## config.mk

```make
export PLATFORM = sky130hd
export DESIGN_NAME = pts_sorted_frame_reorder_queue
export DESIGN_NICKNAME = d
export VERILOG_FILES = /design/src/prfq_pkg.sv /design/src/prfq_cell.sv /design/src/pts_sorted_frame_reorder_queue.sv
export SDC_FILE = /design/constraint.sdc
export NUM_CORES = 2
export LEC_CHECK = 0
export BUFFER_PORTS_ARGS = -buffer_cell sky130_fd_sc_hd__buf_2
export CORE_MARGIN = 8
export CORE_UTILIZATION = 56
export DETAILED_ROUTE_END_ITERATION = 16
export PLACE_DENSITY_LB_ADDON = 0.12
export SLEW_MARGIN = 20
export SYNTH_ARGS = -nofsm -noshare
export SYNTH_HDL_FRONTEND = slang
export SYNTH_HIERARCHICAL = 1
export SYNTH_SLANG_ARGS = --single-unit
```

## constraint.sdc

```tcl
create_clock -name clk -period 8.9 [get_ports clk]
set_clock_uncertainty 0.15 [all_clocks]
set_input_delay 1.78 -clock clk [delete_from_list [all_inputs] [get_ports clk]]
set_output_delay 1.78 -clock clk [all_outputs]
set_load 0.01 [all_outputs]
```

## src/prfq_pkg.sv

```systemverilog
// Shared types and constants for the frame reorder queue.
// Depends on nothing; used by the cell, the top level and the checker.
package prfq_pkg;

	localparam int PRFQ_QUEUE_DEPTH = 16;
	localparam int STAMP_W = 48;
	localparam int HANDLE_W = 32;
	localparam int DEPTH_W = 4;
	localparam int OCC_W = 5;
	localparam logic [DEPTH_W-1:0] DEPTH_RESET = 4'd2;

	typedef enum logic [1:0] {
		ACT_INSERT = 2'd0,
		ACT_MARK   = 2'd1,
		ACT_POP    = 2'd2,
		ACT_FLUSH  = 2'd3
	} action_t;

	localparam logic [2:0] STS_OK      = 3'd0;
	localparam logic [2:0] STS_REFUSED = 3'd1;
	localparam logic [2:0] STS_NOT_RDY = 3'd2;
	localparam logic [2:0] STS_NO_STMP = 3'd3;
	localparam logic [2:0] STS_DROPPED = 3'd4;

	typedef struct packed {
		logic                valid;
		logic                ready;
		logic [STAMP_W-1:0]  stamp;
		logic [HANDLE_W-1:0] handle;
	} entry_t;

	// Per-cycle command broadcast to every cell; op bits are already qualified.
	typedef struct packed {
		logic                ins;
		logic                mark;
		logic                pop;
		logic                flush;
		logic [STAMP_W-1:0]  stamp;
		logic [HANDLE_W-1:0] handle;
	} cell_ctl_t;

endpackage

```

## src/prfq_cell.sv

```systemverilog
// One slot of the sorted queue: holds an entry, compares it against the command
// stamp, and takes from its left or right neighbor on insert or pop. Uses prfq_pkg.
module prfq_cell import prfq_pkg::*; (
	input  logic      clk,
	input  logic      arst_n,
	input  cell_ctl_t ctl,
	input  entry_t    left_entry,
	input  entry_t    right_entry,
	input  logic      left_keep,
	input  logic      left_match,
	output entry_t    entry,
	output logic      keep,
	output logic      match
);

	logic                valid_q;
	logic                ready_q;
	logic [STAMP_W-1:0]  stamp_q;
	logic [HANDLE_W-1:0] handle_q;
	entry_t              cur_entry;
	entry_t              entry_d;
	logic                first;

	assign cur_entry = '{valid: valid_q, ready: ready_q, stamp: stamp_q, handle: handle_q};

	// Entries are sorted, so equal stamps sit in one run; its head has no match on the left.
	assign keep  = cur_entry.valid && ($signed(cur_entry.stamp) <= $signed(ctl.stamp));
	assign match = cur_entry.valid && (cur_entry.stamp == ctl.stamp);
	assign first = match && !left_match;
	assign entry = cur_entry;

	always_comb begin
		entry_d = cur_entry;
		priority if (ctl.flush) begin
			entry_d.valid = 1'b0;
			entry_d.ready = 1'b0;
		end else if (ctl.ins) begin
			if (!keep) begin
				if (left_keep) begin
					entry_d.valid  = 1'b1;
					entry_d.ready  = 1'b0;
					entry_d.stamp  = ctl.stamp;
					entry_d.handle = '0;
				end else begin
					entry_d = left_entry;
				end
			end
		end else if (ctl.pop) begin
			entry_d = right_entry;
		end else if (ctl.mark && first) begin
			entry_d.ready  = 1'b1;
			entry_d.handle = ctl.handle;
		end
	end

	always_ff @(posedge clk or negedge arst_n) begin
		if (!arst_n) begin
			valid_q <= 1'b0;
			ready_q <= 1'b0;
		end else begin
			valid_q <= entry_d.valid;
			ready_q <= entry_d.ready;
		end
	end

	always_ff @(posedge clk) begin
		stamp_q  <= entry_d.stamp;
		handle_q <= entry_d.handle;
	end

endmodule

```

## src/pts_sorted_frame_reorder_queue.sv

```systemverilog
// An accepted item is held in the command register (busy) while it drives the row of
// cells, and done, status and the outputs are registered from it. A new item is not
// taken while busy; all cells update at the end of the busy cycle.
// Reset clears the entry count, all valid/ready bits and sets reorder_depth to 2.
// Results cannot be stalled; done is a one-cycle strobe.
// Uses prfq_pkg and prfq_cell.
module pts_sorted_frame_reorder_queue import prfq_pkg::*; #(
	parameter int QUEUE_DEPTH = PRFQ_QUEUE_DEPTH
) (
	input  logic                       clk,
	input  logic                       arst_n,
	input  logic                       start,
	output logic                       busy,
	input  logic [1:0]                 action,
	input  logic signed [STAMP_W-1:0]  stamp,
	input  logic [HANDLE_W-1:0]        frame_handle,
	input  logic                       dropped,
	input  logic                       reorder_depth_we,
	input  logic [DEPTH_W-1:0]         reorder_depth_wdata,
	output logic                       done,
	output logic [2:0]                 status,
	output logic signed [STAMP_W-1:0]  out_stamp,
	output logic [HANDLE_W-1:0]        out_handle,
	output logic [OCC_W-1:0]           occupancy
);

	localparam int CNT_W = $clog2(QUEUE_DEPTH + 1);

	logic                 vld_s1;
	action_t              act_s1;
	logic [STAMP_W-1:0]   stamp_s1;
	logic [HANDLE_W-1:0]  handle_s1;
	logic                 dropped_s1;

	logic [DEPTH_W-1:0]   depth_q;
	logic [CNT_W-1:0]     count_q;
	logic                 done_q;
	logic [2:0]           status_q;
	logic [STAMP_W-1:0]   out_stamp_q;
	logic [HANDLE_W-1:0]  out_handle_q;

	entry_t                 ent [QUEUE_DEPTH];
	logic [QUEUE_DEPTH-1:0] keep_v;
	logic [QUEUE_DEPTH-1:0] match_v;
	cell_ctl_t              ctl;

	logic       refuse;
	logic       pop_ok;
	logic       any_match;
	logic [2:0] status_d;

	assign busy = vld_s1;

	always_ff @(posedge clk or negedge arst_n) begin
		if (!arst_n) begin
			vld_s1 <= 1'b0;
		end else begin
			vld_s1 <= start && !busy;
		end
	end

	always_ff @(posedge clk) begin
		if (start && !busy) begin
			act_s1     <= action_t'(action);
			stamp_s1   <= stamp;
			handle_s1  <= frame_handle;
			dropped_s1 <= dropped;
		end
	end

	always_ff @(posedge clk or negedge arst_n) begin
		if (!arst_n) begin
			depth_q <= DEPTH_RESET;
		end else if (reorder_depth_we) begin
			depth_q <= reorder_depth_wdata;
		end
	end

	assign refuse = (32'(count_q) > 32'(depth_q)) || (32'(count_q) >= QUEUE_DEPTH);
	assign pop_ok = (count_q != '0) && (32'(count_q) > 32'(depth_q)) && ent[0].ready;
	assign any_match = |match_v;

	always_comb begin
		ctl.ins    = vld_s1 && (act_s1 == ACT_INSERT) && !refuse;
		ctl.mark   = vld_s1 && (act_s1 == ACT_MARK) && !dropped_s1;
		ctl.pop    = vld_s1 && (act_s1 == ACT_POP) && pop_ok;
		ctl.flush  = vld_s1 && (act_s1 == ACT_FLUSH);
		ctl.stamp  = stamp_s1;
		ctl.handle = handle_s1;
	end

	for (genvar i = 0; i < QUEUE_DEPTH; i++) begin : g_cell
		entry_t left_e;
		entry_t right_e;
		logic   left_k;
		logic   left_m;

		if (i == 0) begin : g_head
			assign left_e = '0;
			assign left_k = 1'b1;
			assign left_m = 1'b0;
		end else begin : g_body
			assign left_e = ent[i-1];
			assign left_k = keep_v[i-1];
			assign left_m = match_v[i-1];
		end

		if (i == QUEUE_DEPTH - 1) begin : g_tail
			assign right_e = '0;
		end else begin : g_mid
			assign right_e = ent[i+1];
		end

		prfq_cell u_cell (
			.clk         (clk),
			.arst_n      (arst_n),
			.ctl         (ctl),
			.left_entry  (left_e),
			.right_entry (right_e),
			.left_keep   (left_k),
			.left_match  (left_m),
			.entry       (ent[i]),
			.keep        (keep_v[i]),
			.match       (match_v[i])
		);
	end

	always_comb begin
		unique case (act_s1)
			ACT_INSERT: status_d = refuse ? STS_REFUSED : STS_OK;
			ACT_MARK: begin
				if (dropped_s1) begin
					status_d = STS_DROPPED;
				end else begin
					status_d = any_match ? STS_OK : STS_NO_STMP;
				end
			end
			ACT_POP:   status_d = pop_ok ? STS_OK : STS_NOT_RDY;
			ACT_FLUSH: status_d = STS_OK;
			default:   status_d = STS_OK;
		endcase
	end

	always_ff @(posedge clk or negedge arst_n) begin
		if (!arst_n) begin
			count_q <= '0;
			done_q  <= 1'b0;
		end else begin
			done_q <= vld_s1;
			priority if (ctl.flush) begin
				count_q <= '0;
			end else if (ctl.ins) begin
				count_q <= count_q + CNT_W'(1);
			end else if (ctl.pop) begin
				count_q <= count_q - CNT_W'(1);
			end
		end
	end

	always_ff @(posedge clk) begin
		if (vld_s1) begin
			status_q     <= status_d;
			out_stamp_q  <= ctl.pop ? ent[0].stamp : '0;
			out_handle_q <= ctl.pop ? ent[0].handle : '0;
		end
	end

	assign done       = done_q;
	assign status     = status_q;
	assign out_stamp  = out_stamp_q;
	assign out_handle = out_handle_q;
	assign occupancy  = OCC_W'(count_q);

endmodule

```

==> results.toml <==
[outcome]
status = "complete, but fails checks"
violations = "slew limit"

[layout]
diodes = 0
nets = 10227
synthToLayoutAreaGrowth_pct = 9.22
drive_gt1_frac = 0.0817
filler_cell_count = 13663

[placed_design]
port_buffers = 180
hpwl_um = 185000
routabilityCongestion = 0.956
post-place-ws_ns = 3.67

[yosys]
synth_area_sq_um = 94300
avgSynthCellArea_sq_um = 10.2
yosysWarnings = 6
syn_inst = 9214

[route]
first_iter_violations = 7330
postRouteAntennaNets = 0
drc_errors = 0
routed_wl_um = 254000
vias = 70001
routed_via_density = 5.99
drtPass1Iterations = 6
wire_per_inst_um = 21.7

[clocking]
post-cts-setup-buffer-count = 0
cts-root-buf = "clkbuf_16"
clock-sinks = 1489
clk_pin_slew_ns = 0.06
tritoncts.num_buffers = 167
clock_latency_ns = 0.81
cts_max_level = 4
cts_hold_buf = 0
cts_tree = "yes"
cts_buffer_depth = 3
cts_resized = 0

[sta]
max_freq_mhz = 191
rsz0062_at_grt = "false"
max_slew_margin = -0.798
finalCritPeriodShare = 0.587
finalSetupViolations = 0
worstMarginPinSlew_ns = 2.69
fin_crit_ns = 5.22
hold_viol_final = 0
setup_ws_ns = 3.68
maxSlewViolCount = 35
setup_tns_ns = 0

[pwr]
ir_worst_vdd_mv = 0.160
power_density_nw_per_um2 = 191
internal_power_w = 0.0138
clkPwrFrac = 0.327
p_switching_w = 0.00591
sequentialPowerShare = 0.469
swShare = 0.300
p_comb_frac = 0.203
leakage_nw = 38.9

[die]
io_pins = 181
die_h_um = 426
core_area_sq_um = 167000
die_area_sq_um = 182000
num_rows = 150
die_x_um = 426
start_util = 0.564

[setup_path]
cp_max_fo = 49
reg2reg_slack_ns = 3.68
r2r_start = "stamp_s1[9]"
rr_worst_depth = 16
r2r-end = "g_cell[13].u_cell/valid_q"
worstSetupStartpointType = "flip-flop"
path_class = "reg -> reg"
critPathRequiredTime_ns = 9.45
cp.arrival_ns = 5.77
crit_path_end_kind = "flip-flop"

[job]
maxCapViolCount = 0

[global_route]
grt_pass1_vias = 66284
grt_pass1_wl_um = 390000
grt_usage = 0.268
grt_max_degree = 225
antenna_found_initial = 4
grt.overflow.total = 0

[worst_hold_path]
hold_class = "reg -> reg"
hold_path_depth = 2
min_to = "depth_q[1]"
worstHoldStart = "depth_q[1]"
[cells in the final DEF, fill, tap and decap left out, types with 145 or more instances in the layout]
cell / n
inv_1: 837
nor2_1: 883
a21oi_1: 1148
edfxtp_1: 1446
nand4_1: 145
nand2_1: 700
o21ai_0: 628
clkbuf_16: 169
buf_2: 180
ha_1: 776
mux2i_1: 1282
conb_1: 166
[sequential cells by signal (all words and copies together), names as in the netlist]
signal	cells
act_s1	2
busy	1
depth_q	4
done	1
dropped_s1	1
g_cell.u_cell/handle_q	512
g_cell.u_cell/ready_q	16
g_cell.u_cell/stamp_q	768
g_cell.u_cell/valid_q	16
handle_s1	32
occupancy	5
out_handle	32
out_stamp	48
stamp_s1	48
status	3
[through the flow]
step	hold slack (ns)	instances	instance area [sq um]	total power, W	utilization
after floorplan	0.324	9378	94900	0.0122	-
after global placement	0.349	11394	98000	0.0131	0.586
after detailed placement	0.362	11394	98000	0.0133	0.586
after CTS	0.371	11689	103000	0.0197	0.616
after global routing	0.415	11689	103000	0.0205	0.616
final	0.375	11689	103000	0.0197	0.616
[critical path, cell delays in order, from the launching register on]
cell and delay (ns):
edfxtp_1 0.86, buf_4 0.37, inv_1 0.07, ha_1 0.31, a21oi_1 0.15, o21ai_1 0.11, a221oi_2 0.28, nor2_1 0.08
a311o_2 0.38, or3_1 0.34, a31o_4 0.23, buf_4 0.36, nor2b_4 0.83, inv_1 0.09, o22ai_1 0.15, nor2_1 0.06
mux2_4 0.28
[area by class of cell]
class / count / area (sq um) / share of cell area
Inverter: 840 / 3170 / 0.0308
Tap cell: 2204 / 2760 / 0.0268
Timing Repair Buffer: 317 / 2050 / 0.0199
Sequential cell: 1489 / 44500 / 0.432
Clock inverter: 74 / 482 / 0.00468
Clock buffer: 221 / 4510 / 0.0438
Multi-Input combinational cell: 6544 / 45500 / 0.442
[metal layers]
metal | up-vias | GRT usage | wire length (um) | part of all wire
met2 | 2876 | 0.374 | 103000 | 0.41
li1 | 33491 | - | - | -
met5 | - | 0 | 0 | 0
met3 | 363 | 0.0409 | 20700 | 0.082
met1 | 33271 | 0.422 | 122000 | 0.48
met4 | 0 | 0.0919 | 8890 | 0.035
[worst max path at each step]
stage | startpoint | end | slack, ns | depth (start not counted)
6_report | stamp_s1[9] | g_cell[13].u_cell/valid_q | 3.68 | 16
5_1_grt | depth_q[1] | g_cell[13].u_cell/stamp_q[42] | 3.38 | 11
4_1_cts | stamp_s1[9] | g_cell[13].u_cell/valid_q | 3.67 | 16
3_5_place_dp | stamp_s1[9] | g_cell[13].u_cell/valid_q | 3.67 | 16
3_3_place_gp | stamp_s1[9] | g_cell[13].u_cell/valid_q | 3.72 | 16
2_1_floorplan | busy | g_cell[8].u_cell/stamp_q[0] | 0.54 | 9
[power by group through the flow]
stage / registers [W] / clock network [W] / logic [W]
CTS: 0.00920 / 0.00656 / 0.00396
floorplan: 0.00918 / 0 / 0.00297
detailed placement: 0.00934 / 0 / 0.00395
finish: 0.00923 / 0.00644 / 0.00400
global route: 0.00929 / 0.00682 / 0.00443
global placement: 0.00932 / 0 / 0.00377
Note: power is estimated with default switching activity, not from simulation.
